[config.mk]
export PLATFORM = sky130hd
export DESIGN_NAME = gray_world_white_balance_top
export DESIGN_NICKNAME = d
export VERILOG_FILES = /design/src/hw/rtl/gwwb_pkg.sv /design/src/hw/rtl/gwwb_datapath.sv /design/src/hw/rtl/gwwb_ctrl.sv /design/src/hw/rtl/gray_world_white_balance_top.sv
export SDC_FILE = /design/constraint.sdc
export NUM_CORES = 2
export LEC_CHECK = 0
export BUFFER_PORTS_ARGS = -buffer_cell sky130_fd_sc_hd__clkbuf_2
export CORE_AREA = 2 2 320 243
export CTS_BUF_LIST = sky130_fd_sc_hd__clkbuf_16
export CTS_CLUSTER_DIAMETER = 30
export DETAILED_ROUTE_END_ITERATION = 8
export DIE_AREA = 0 0 322 245
export GPL_ROUTABILITY_DRIVEN = 0
export PLACE_DENSITY = 0.73
export SYNTH_ARGS = -nofsm -noshare
export SYNTH_HDL_FRONTEND = slang
export SYNTH_HIERARCHICAL = 1
export SYNTH_SLANG_ARGS = --single-unit
[constraint.sdc]
create_clock -name clk -period 14.15 [get_ports clk]
set_input_delay 2.1225 -clock clk [delete_from_list [all_inputs] [get_ports clk]]
set_output_delay 2.1225 -clock clk [all_outputs]
set_load 0.03 [all_outputs]
[src/hw/rtl/gwwb_pkg.sv]
// Shared types and constants for the gray-world white balance block.
package gwwb_pkg;

    localparam int PIXEL_COUNT_BITS = 22;
    localparam int GAIN_FRAC_BITS   = 16;
    localparam int PIX_W            = 8;
    localparam int GAIN_INT_BITS    = 8;

    localparam int SUM_W   = PIXEL_COUNT_BITS + PIX_W;
    localparam int TOTAL_W = SUM_W + 2;
    localparam int DEN_W   = SUM_W + 2;
    localparam int GAIN_W  = GAIN_INT_BITS + GAIN_FRAC_BITS;
    localparam int REM_W   = DEN_W + GAIN_INT_BITS;
    localparam int PROD_W  = PIX_W + GAIN_W;

    // Integer bits, fraction bits and one extra bit for rounding.
    localparam int DIV_STEPS  = GAIN_INT_BITS + GAIN_FRAC_BITS + 1;
    localparam int QUO_W      = DIV_STEPS;
    localparam int STEP_CNT_W = $clog2(DIV_STEPS);

    localparam logic [GAIN_W-1:0] GAIN_ONE = GAIN_W'(1) << GAIN_FRAC_BITS;
    localparam logic [GAIN_W-1:0] GAIN_MAX = GAIN_W'(255) << GAIN_FRAC_BITS;
    localparam logic [PIX_W-1:0]  PIX_MAX  = '1;

    localparam logic CMD_GATHER = 1'b0;
    localparam logic CMD_APPLY  = 1'b1;

    typedef enum logic [1:0] {
        CH_RED,
        CH_GREEN,
        CH_BLUE
    } chan_t;

    typedef struct packed {
        logic             cmd;
        logic [PIX_W-1:0] red;
        logic [PIX_W-1:0] green;
        logic [PIX_W-1:0] blue;
        logic             frame_end;
    } pix_in_t;

    typedef struct packed {
        logic [PIX_W-1:0] out_red;
        logic [PIX_W-1:0] out_green;
        logic [PIX_W-1:0] out_blue;
        logic             out_frame_end;
    } pix_out_t;

    // Controller to datapath commands for the gain update.
    typedef struct packed {
        logic  sum_total;
        logic  load;
        logic  check;
        logic  step;
        logic  store;
        logic  clear;
        chan_t chan;
    } gwwb_cmd_t;

endpackage

[src/hw/rtl/gwwb_datapath.sv]
// Datapath: channel sums, shared serial gain divider, gains and apply stage.
module gwwb_datapath
    import gwwb_pkg::*;
(
    input  logic      clk,
    input  logic      rst_n,
    input  gwwb_cmd_t cmd,
    input  logic      accept,
    input  pix_in_t   pixel,
    input  logic      balanced_stall,
    output logic      balanced_valid,
    output pix_out_t  balanced
);

    logic [SUM_W-1:0]   sum_red_reg, sum_green_reg, sum_blue_reg;
    logic [SUM_W-1:0]   sum_red_next, sum_green_next, sum_blue_next;
    logic [GAIN_W-1:0]  gain_red_reg, gain_green_reg, gain_blue_reg;
    logic [GAIN_W-1:0]  gain_red_next, gain_green_next, gain_blue_next;
    logic [TOTAL_W-1:0] total_reg;
    logic [DEN_W-1:0]   den_reg;
    logic [REM_W-1:0]   rem_reg;
    logic [QUO_W-1:0]   quo_reg;
    logic               zero_reg, sat_reg;
    logic               out_valid_reg, out_valid_next;
    pix_out_t           out_reg;

    logic [SUM_W-1:0]  part;
    logic [REM_W-1:0]  den_sh, den_255, rem_diff;
    logic              rem_ge;
    logic [QUO_W:0]    rounded;
    logic [GAIN_W-1:0] new_gain;
    logic              gather_beat, apply_beat;

    function automatic logic [PIX_W-1:0] apply_gain(input logic [PIX_W-1:0] p,
                                                    input logic [GAIN_W-1:0] g);
        logic [PROD_W-1:0] prod;
        logic [PROD_W-1:0] shifted;
        prod    = PROD_W'(p) * PROD_W'(g) + (PROD_W'(1) << (GAIN_FRAC_BITS - 1));
        shifted = prod >> GAIN_FRAC_BITS;
        return (shifted > PROD_W'(PIX_MAX)) ? PIX_MAX : shifted[PIX_W-1:0];
    endfunction

    assign gather_beat = accept && (pixel.cmd == CMD_GATHER);
    assign apply_beat  = accept && (pixel.cmd == CMD_APPLY);

    always_comb
    begin
        unique case (cmd.chan)
            CH_RED:   part = sum_red_reg;
            CH_GREEN: part = sum_green_reg;
            CH_BLUE:  part = sum_blue_reg;
            default:  part = sum_red_reg;
        endcase
    end

    // Divisor aligned to the top integer quotient bit.
    assign den_sh   = REM_W'(den_reg) << (GAIN_INT_BITS - 1);
    assign den_255  = (REM_W'(den_reg) << GAIN_INT_BITS) - REM_W'(den_reg);
    assign rem_ge   = rem_reg >= den_sh;
    assign rem_diff = rem_ge ? (rem_reg - den_sh) : rem_reg;

    always_comb
    begin
        rounded = (QUO_W + 1)'(quo_reg) + (QUO_W + 1)'(1);
        if (zero_reg)
            new_gain = GAIN_ONE;
        else if (sat_reg || (rounded[QUO_W:1] > QUO_W'(GAIN_MAX)))
            new_gain = GAIN_MAX;
        else
            new_gain = rounded[GAIN_W:1];
    end

    always_comb
    begin
        sum_red_next   = sum_red_reg;
        sum_green_next = sum_green_reg;
        sum_blue_next  = sum_blue_reg;
        if (cmd.clear)
        begin
            sum_red_next   = '0;
            sum_green_next = '0;
            sum_blue_next  = '0;
        end
        else if (gather_beat)
        begin
            sum_red_next   = sum_red_reg + SUM_W'(pixel.red);
            sum_green_next = sum_green_reg + SUM_W'(pixel.green);
            sum_blue_next  = sum_blue_reg + SUM_W'(pixel.blue);
        end

        gain_red_next   = gain_red_reg;
        gain_green_next = gain_green_reg;
        gain_blue_next  = gain_blue_reg;
        if (cmd.store)
        begin
            unique case (cmd.chan)
                CH_RED:   gain_red_next   = new_gain;
                CH_GREEN: gain_green_next = new_gain;
                CH_BLUE:  gain_blue_next  = new_gain;
                default:  gain_red_next   = gain_red_reg;
            endcase
        end

        if (apply_beat)
            out_valid_next = 1'b1;
        else if (!balanced_stall)
            out_valid_next = 1'b0;
        else
            out_valid_next = out_valid_reg;
    end

    always_ff @(posedge clk or negedge rst_n)
    begin
        if (!rst_n)
        begin
            sum_red_reg    <= '0;
            sum_green_reg  <= '0;
            sum_blue_reg   <= '0;
            gain_red_reg   <= GAIN_ONE;
            gain_green_reg <= GAIN_ONE;
            gain_blue_reg  <= GAIN_ONE;
            out_valid_reg  <= 1'b0;
        end
        else
        begin
            sum_red_reg    <= sum_red_next;
            sum_green_reg  <= sum_green_next;
            sum_blue_reg   <= sum_blue_next;
            gain_red_reg   <= gain_red_next;
            gain_green_reg <= gain_green_next;
            gain_blue_reg  <= gain_blue_next;
            out_valid_reg  <= out_valid_next;
        end
    end

    // Divider and output payload, no reset needed.
    always_ff @(posedge clk)
    begin
        if (cmd.sum_total)
            total_reg <= TOTAL_W'(sum_red_reg) + TOTAL_W'(sum_green_reg)
                       + TOTAL_W'(sum_blue_reg);
        if (cmd.load)
        begin
            den_reg  <= DEN_W'(part) + (DEN_W'(part) << 1);
            zero_reg <= (part == '0);
        end
        if (cmd.check)
        begin
            sat_reg <= REM_W'(total_reg) >= den_255;
            rem_reg <= REM_W'(total_reg);
            quo_reg <= '0;
        end
        else if (cmd.step)
        begin
            rem_reg <= rem_diff << 1;
            quo_reg <= {quo_reg[QUO_W-2:0], rem_ge};
        end
        if (apply_beat)
        begin
            out_reg.out_red       <= apply_gain(pixel.red, gain_red_reg);
            out_reg.out_green     <= apply_gain(pixel.green, gain_green_reg);
            out_reg.out_blue      <= apply_gain(pixel.blue, gain_blue_reg);
            out_reg.out_frame_end <= pixel.frame_end;
        end
    end

    assign balanced_valid = out_valid_reg;
    assign balanced       = out_reg;

endmodule

[src/hw/rtl/gwwb_ctrl.sv]
// Controller: sequences the per-channel gain division after a gather frame end.
module gwwb_ctrl
    import gwwb_pkg::*;
(
    input  logic      clk,
    input  logic      rst_n,
    input  logic      start,
    output logic      busy,
    output gwwb_cmd_t cmd
);

    typedef enum logic [2:0] {
        ST_IDLE,
        ST_TOTAL,
        ST_LOAD,
        ST_CHECK,
        ST_DIV,
        ST_STORE
    } state_t;

    state_t                state_reg, state_next;
    chan_t                 chan_reg, chan_next;
    logic [STEP_CNT_W-1:0] cnt_reg, cnt_next;
    logic                  busy_reg, busy_next;

    always_comb
    begin
        state_next = state_reg;
        chan_next  = chan_reg;
        cnt_next   = cnt_reg;
        unique case (state_reg)
            ST_IDLE:
                if (start)
                    state_next = ST_TOTAL;
            ST_TOTAL:
            begin
                chan_next  = CH_RED;
                state_next = ST_LOAD;
            end
            ST_LOAD:
                state_next = ST_CHECK;
            ST_CHECK:
            begin
                cnt_next   = '0;
                state_next = ST_DIV;
            end
            ST_DIV:
            begin
                cnt_next = cnt_reg + STEP_CNT_W'(1);
                if (cnt_reg == STEP_CNT_W'(DIV_STEPS - 1))
                    state_next = ST_STORE;
            end
            ST_STORE:
            begin
                if (chan_reg == CH_BLUE)
                    state_next = ST_IDLE;
                else
                begin
                    chan_next  = (chan_reg == CH_RED) ? CH_GREEN : CH_BLUE;
                    state_next = ST_LOAD;
                end
            end
            default:
                state_next = ST_IDLE;
        endcase
        busy_next = (state_next != ST_IDLE);
    end

    always_ff @(posedge clk or negedge rst_n)
    begin
        if (!rst_n)
        begin
            state_reg <= ST_IDLE;
            chan_reg  <= CH_RED;
            cnt_reg   <= '0;
            busy_reg  <= 1'b0;
        end
        else
        begin
            state_reg <= state_next;
            chan_reg  <= chan_next;
            cnt_reg   <= cnt_next;
            busy_reg  <= busy_next;
        end
    end

    always_comb
    begin
        cmd.sum_total = (state_reg == ST_TOTAL);
        cmd.load      = (state_reg == ST_LOAD);
        cmd.check     = (state_reg == ST_CHECK);
        cmd.step      = (state_reg == ST_DIV);
        cmd.store     = (state_reg == ST_STORE);
        cmd.clear     = (state_reg == ST_STORE) && (chan_reg == CH_BLUE);
        cmd.chan      = chan_reg;
    end

    assign busy = busy_reg;

endmodule

[src/hw/rtl/gray_world_white_balance_top.sv]
// Gray-world white balance: gathers RGB channel sums, derives gains, applies them.
// Apply beat: one result, the cycle after acceptance; one pixel per cycle sustained
//   while pixel_stall is low. Gather beat: no result, likewise one pixel per cycle.
// Gather beat with frame_end: pixel_stall is then high while the shared restoring
//   divider runs TOTAL, then LOAD, CHECK, 25 DIV steps and STORE for each channel.
// Reset: asynchronous, active low; sums clear to zero, all gains return to 1.0.
module gray_world_white_balance_top
    import gwwb_pkg::*;
(
    input  logic     clk,
    input  logic     rst_n,
    input  logic     pixel_valid,
    output logic     pixel_stall,
    input  pix_in_t  pixel,
    output logic     balanced_valid,
    input  logic     balanced_stall,
    output pix_out_t balanced
);

    gwwb_cmd_t cmd;
    logic      busy;
    logic      accept;
    logic      start;

    // Hold input while the gain update runs or the output register is blocked.
    assign pixel_stall = busy || (balanced_valid && balanced_stall);
    assign accept      = pixel_valid && !pixel_stall;

    // The last gather beat of a frame kicks off the gain update.
    assign start = accept && (pixel.cmd == CMD_GATHER) && pixel.frame_end;

    gwwb_ctrl u_ctrl (
        .clk   (clk),
        .rst_n (rst_n),
        .start (start),
        .busy  (busy),
        .cmd   (cmd)
    );

    gwwb_datapath u_datapath (
        .clk            (clk),
        .rst_n          (rst_n),
        .cmd            (cmd),
        .accept         (accept),
        .pixel          (pixel),
        .balanced_stall (balanced_stall),
        .balanced_valid (balanced_valid),
        .balanced       (balanced)
    );

endmodule
* Word-level counts from Yosys, hierarchy flattened *
Index checks and enable logic that the tools add are counted.

cells by class
  add/subtract/negate cells = 13
  multiply operators = 3
  magnitude comparators = 6
  equal/unequal tests = 10
  mux-type cells = 22
  bitwise gates (word level) = 1
  reduce and logical (&&, ||, !) cells = 20

operator list
  cell                                                   count
  2-to-1 mux 30 bit                                      6
  adder 32 x 16 -> 32 bit (second input constant)        3
  multiplier 8 x 24 -> 32 bit                            3
  adder 30 x 8 -> 30 bit                                 3
  2-to-1 mux 32 bit                                      2
  case mux 30 bit (2 select lines)                       1
  > comparator 16 x 8 -> 1 bit (second input constant)   3
  2-to-1 mux 24 bit                                      2
  >= comparator 32 x 40 -> 1 bit                         1
  >= comparator 40 x 39 -> 1 bit                         1
  subtractor 40 x 32 -> 40 bit                           1
  2-to-1 mux 39 bit                                      1
  subtractor 39 bit                                      1
  adder 30 x 31 -> 32 bit                                1
  adder 32 x 30 -> 32 bit                                1
  adder 30 x 30 -> 31 bit                                1
  logical NOT 30 bit                                     1
  adder 25 x 1 -> 26 bit (second input constant)         1
  > comparator 25 x 24 -> 1 bit (second input constant)  1
  case mux 3 bit (6 select lines)                        1
  case mux 5 bit (2 select lines)                        1
  AND reduction 2 bit                                    4
  equality test 3 x 2 -> 1 bit (second input constant)   2
  equality test 3 bit (second input constant)            2
  other kinds (19)                                       31

word-level totals
  register bits after elaboration = 330
  output and inout bits = 27

* Logic depth before layout (Yosys ltp) *
  depth in word-level cells = 9
  depth in mapped cells = 21

* Cells and area by module *
The synthesis kept the hierarchy.

modules (own cells, without submodules)
  module                        instances  cells each  area each (um^2)
  gwwb_datapath                 1          4,558       40,815.4
  gwwb_ctrl                     1          59          571.8
  gray_world_white_balance_top  1          4           30.0

* Worst setup path after synthesis *
No wires, ideal clock.

  path type = input-to-reg
  from = input port pixel[20] in the netlist's numbering
  to = register u_datapath.out_reg (netlist bit u_datapath/balanced[17]), data pin
  library setup time = 0.298 ns
  arrival = 7.086 ns
  path slack = 6.766 ns
  stages on the path = 18
  path buffers = 1
  cells stage by stage = clkbuf_1 and2_1 fa_1 fa_1 fa_1 inv_1 fa_1 inv_1 ha_1 a21o_1 a21o_1 a2111oi_2 a21oi_1 a21o_1 o211a_1 or3_4 a2111oi_4 o2111ai_1

on the way
  cells in the longest elaborated chain, start to end = 3

RTL lines
  item                             RTL line                            RTL
  from (decl)                      gray_world_white_balance_top.sv:14  input pix_in_t pixel,
  multiplier 8 x 24 -> 32 bit (*)  gwwb_datapath.sv:38                 prod = PROD_W'(p) * PROD_W'(g) + (PROD_W'(1) << (GAIN_FRAC_BITS - 1));
  adder 32 x 16 -> 32 bit (*)      gwwb_datapath.sv:38
  > comparator 16 x 8 -> 1 bit     gwwb_datapath.sv:40                 return (shifted > PROD_W'(PIX_MAX)) ? PIX_MAX : shifted[PIX_W-1:0];
  to (decl)                        gwwb_datapath.sv:25                 pix_out_t out_reg;

Every way passes the cells marked *; elsewhere a longest branch is shown, timed or not.
A chain may end at the register's enable or synchronous reset.

* Final worst setup path *
  from = input port pixel[21] in the netlist's numbering
  to = register u_datapath.out_reg (netlist bit u_datapath/balanced[18]), data pin

Same word-level chain as after synthesis.

==> impl_metrics.csv <==
group,metric,value,unit
run_status,outcome,"complete, no violations",
run,drv_cap,0,
timing,clock_skew,17.9,ps
timing,slew_violations,0,
synthesis,async_flop_share,0.527,
pwr,ir_worst_vdd,0.0000870,V
floorplanning,fp.dieArea,78900,um^2
clock_network,clkLatencyLatePin,600,ps
timing,post-route-min-period,7930,ps
routing,met2_length,43.5,mm
synthesis,yosysWarnings,6,
routing,wl_met3,10.1,mm
floorplanning,core,76000,um^2
placed_design,portBuffers,56,
synthesis,post-synth-top-count-cell,"inv_1",
cells_and_area,synthToLayoutAreaGrowth,8.59,%
cells_and_area,drive_above_1_share,0.0598,
clock_network,post_cts_resized,0,
worst_setup_path,cpMostUsedCell,"fa_1",
timing,worst_pin_slew,1020,ps
cells_and_area,nFillCells,6529,
timing,whs,499,ps
placed_design,post-dp-hpwl,80.6,mm
worst_setup_path,crit_chain,"clkbuf_2, and2_1, fa_1, fa_1, fa_1, inv_1, fa_1, inv_1, ha_1, nand3_1, nor3_1, o21ai_0, a211oi_1, o21ai_0, and3_1, a211oi_1, o2111ai_1",
synthesis,synth_nets,5481,
min_path,worstHoldStart,"u_ctrl/cnt_reg[4]$_DFFE_PN0P_",
worst_setup_path,crit_family,"adder cells",
synthesis,synthTopCellsByArea,"fa_1, ha_1, dfrtp_1",
floorplanning,chipWidth,322,um
timing,hold_violations,0,
global_routing,antenna_found_initial,2,
synthesis,synth_edf_count,123,
synthesis,yosys.area.top_type_share,0.207,
clock_network,cts_tree,"done",
timing,finalSetupViolCount,0,
min_path,min_path_cells,1,
routing,dr.pass1.iters,5,
floorplanning,start_util,0.545,
synthesis,yosys-top-cells-count,"inv_1, nand2_1, fa_1",
min_path,whs_endpoint,"u_ctrl/cnt_reg[4]$_DFFE_PN0P_",
timing,fin_crit_sh,0.561,
synthesis,avgSynthCellArea,8.96,um^2
clock_network,clkSinkCount,330,
floorplanning,die_h,245,um
cells_and_area,largest_reg_flops,40,
routing,vias,33200,
pwr,p_leak,22.4,nW
synthesis,synth_cell_types,96,
cells_and_area,multi_input_area,29700,um^2
worst_setup_path,arrival,8220,ps
worst_setup_path,cp.depth,17,
timing,setup_tns,0,ps
min_path,worstHoldPathType,"flip-flop to flip-flop",
cells_and_area,post-route-util,0.592,
routing,antenna_left,0,
worst_setup_path,cp-start-kind,"input port",
synthesis,synth.yosys.seq_area_share,0.210,
timing,fmax,0.126,GHz
worst_setup_path,criticalPathCategory,"input port to flip-flop",
worst_setup_path,cp_data_required_time,14440,ps
worst_setup_path,r2r_cells,16,
routing,routed.top_layer,"met5",
routing,drt_iter0_drc,2805,
cells_and_area,layout.nets,5464,
clock_network,numCtsBuffers,74,
routing,wl_met1,50.4,mm
cells_and_area,regArea,8710,um^2
worst_setup_path,crit_fanout,25,
global_routing,gr-total-overflow,0,
worst_setup_path,crit_buf_inv,3,
clock_network,cts-htree-levels,3,
worst_setup_path,end_kind,"flip-flop",
clock_network,hold_buffers,0,
cells_and_area,antenna_cells,0,
floorplanning,rows,88,
timing,rsz0062_at_grt,"false",
routing,vias_per_cell,5.87,
worst_setup_path,rrSetupSlack,7670,ps
global_routing,grt_max_degree,98,
routing,wl_per_cell,18.7,um
clock_network,root_buffer,"clkbuf_16",
timing,slew_headroom,0.318,
global_routing,grtUsageTotal,0.272,
routing,wl,105,mm
pwr,power_density,66.3,nW/um^2
routing,drcViolationCount,0,
synthesis,synth_cells,4621,
worst_setup_path,r2r_end,"u_datapath/balanced[18]$_SDFFCE_PN1P_",
synthesis,synth_ff_type,"dfrtp_1",
clock_network,ctsLongestPathBuffers,3,
global_routing,grt_pass1_wl,172,mm
worst_setup_path,slowest_stage,"a211oi_1",
worst_setup_path,cpPeakStageDelay,800,ps
synthesis,syn_area,41400,um^2
global_routing,grt_pass1_vias,32500,
synthesis,synth-seq-cells,330,
clock_network,cts_setup_buffers,0,
worst_setup_path,reg2reg_from,"u_datapath/gain_red_reg[6]$_DFFE_PN0P_",
clock_network,clk_pin_slew,40,ps
floorplanning,ios,57,
synthesis,yosysTopAreaCell,"fa_1",
==> through the flow <==
step                instances  power [W]  area [um^2]  setup WS, ps
floorplan                4621    0.00118        41400          6770
global placement         5518    0.00125        42500          5840
detailed placement       5518    0.00125        42500          5830
CTS                      5653    0.00300        45000          6370
global route             5653    0.00308        45000          5850
finish                   5653    0.00298        45000          6220
==> layer usage <==
metal / track usage / vias up
li1: - / 15500
met1: 0.426 / 16300
met2: 0.390 / 1331
met3: 0.0510 / 126
met4: 0.0528 / 2
met5: 0 / -
==> kinds of logic after synthesis <==
group	count (synthesis)	share of synthesized area
simple gates	1546	0.191
xor+xnor	221	0.0467
fa+ha+maj	830	0.328
buf+inv	802	0.0736
flops	330	0.210
compound gates	810	0.129
mux	82	0.0209
==> placed cells by master (no fill, tap or decap), types with 27 or more instances in the layout <==
| cell type | instances |
|---|---|
| nor2b_1 | 29 |
| nand2b_1 | 27 |
| xnor2_1 | 143 |
| and3_1 | 42 |
| clkbuf_16 | 80 |
| nand4_1 | 61 |
| fa_1 | 429 |
| o31ai_1 | 63 |
| dfxtp_1 | 33 |
| inv_1 | 636 |
| a21o_1 | 97 |
| mux2_2 | 36 |
| clkbuf_2 | 55 |
| nand2_1 | 450 |
| dfrtp_1 | 171 |
| ha_1 | 400 |
| and2_1 | 411 |
| edfxtp_1 | 123 |
| xor2_1 | 78 |
| mux2i_1 | 46 |
| nand3_1 | 92 |
| o21ai_0 | 123 |
| nor3_1 | 70 |
| a21oi_1 | 243 |
| o21bai_1 | 29 |
| a22oi_1 | 34 |
| nor4_1 | 29 |
| a211oi_1 | 40 |
| nor2_1 | 241 |
==> final cells by class <==
cell class | count | share of cell area
repair buffers | 75 | 0.00954
inverters | 634 | 0.0529
flip-flops and latches | 330 | 0.194
clock inverters | 55 | 0.0117
multi-input cells | 3489 | 0.660
clock buffers | 80 | 0.0445
well taps | 990 | 0.0275
==> how the worst max path moves through the flow <==
| stage | start | slack, ps | end |
|---|---|---|---|
| 2_1_floorplan | pixel[20] | 6770 | u_datapath/balanced[17]$_SDFFCE_PN1P_ |
| 3_3_place_gp | pixel[21] | 5840 | u_datapath/balanced[18]$_SDFFCE_PN1P_ |
| 3_5_place_dp | pixel[24] | 5830 | u_datapath/balanced[18]$_SDFFCE_PN1P_ |
| 4_1_cts | pixel[21] | 6370 | u_datapath/balanced[18]$_SDFFCE_PN1P_ |
| 5_1_grt | pixel[23] | 5850 | u_datapath/balanced[18]$_SDFFCE_PN1P_ |
| 6_report | pixel[21] | 6220 | u_datapath/balanced[18]$_SDFFCE_PN1P_ |
==> report_power, final <==
group	total, W	internal, W	switching (W)
logic	0.000243	0.0000843	0.000159
clock network	0.00174	0.00115	0.000584
registers	0.000999	0.000993	0.00000596
total	0.00298	0.00223	0.000749
Power figures use the tool's default switching activity.
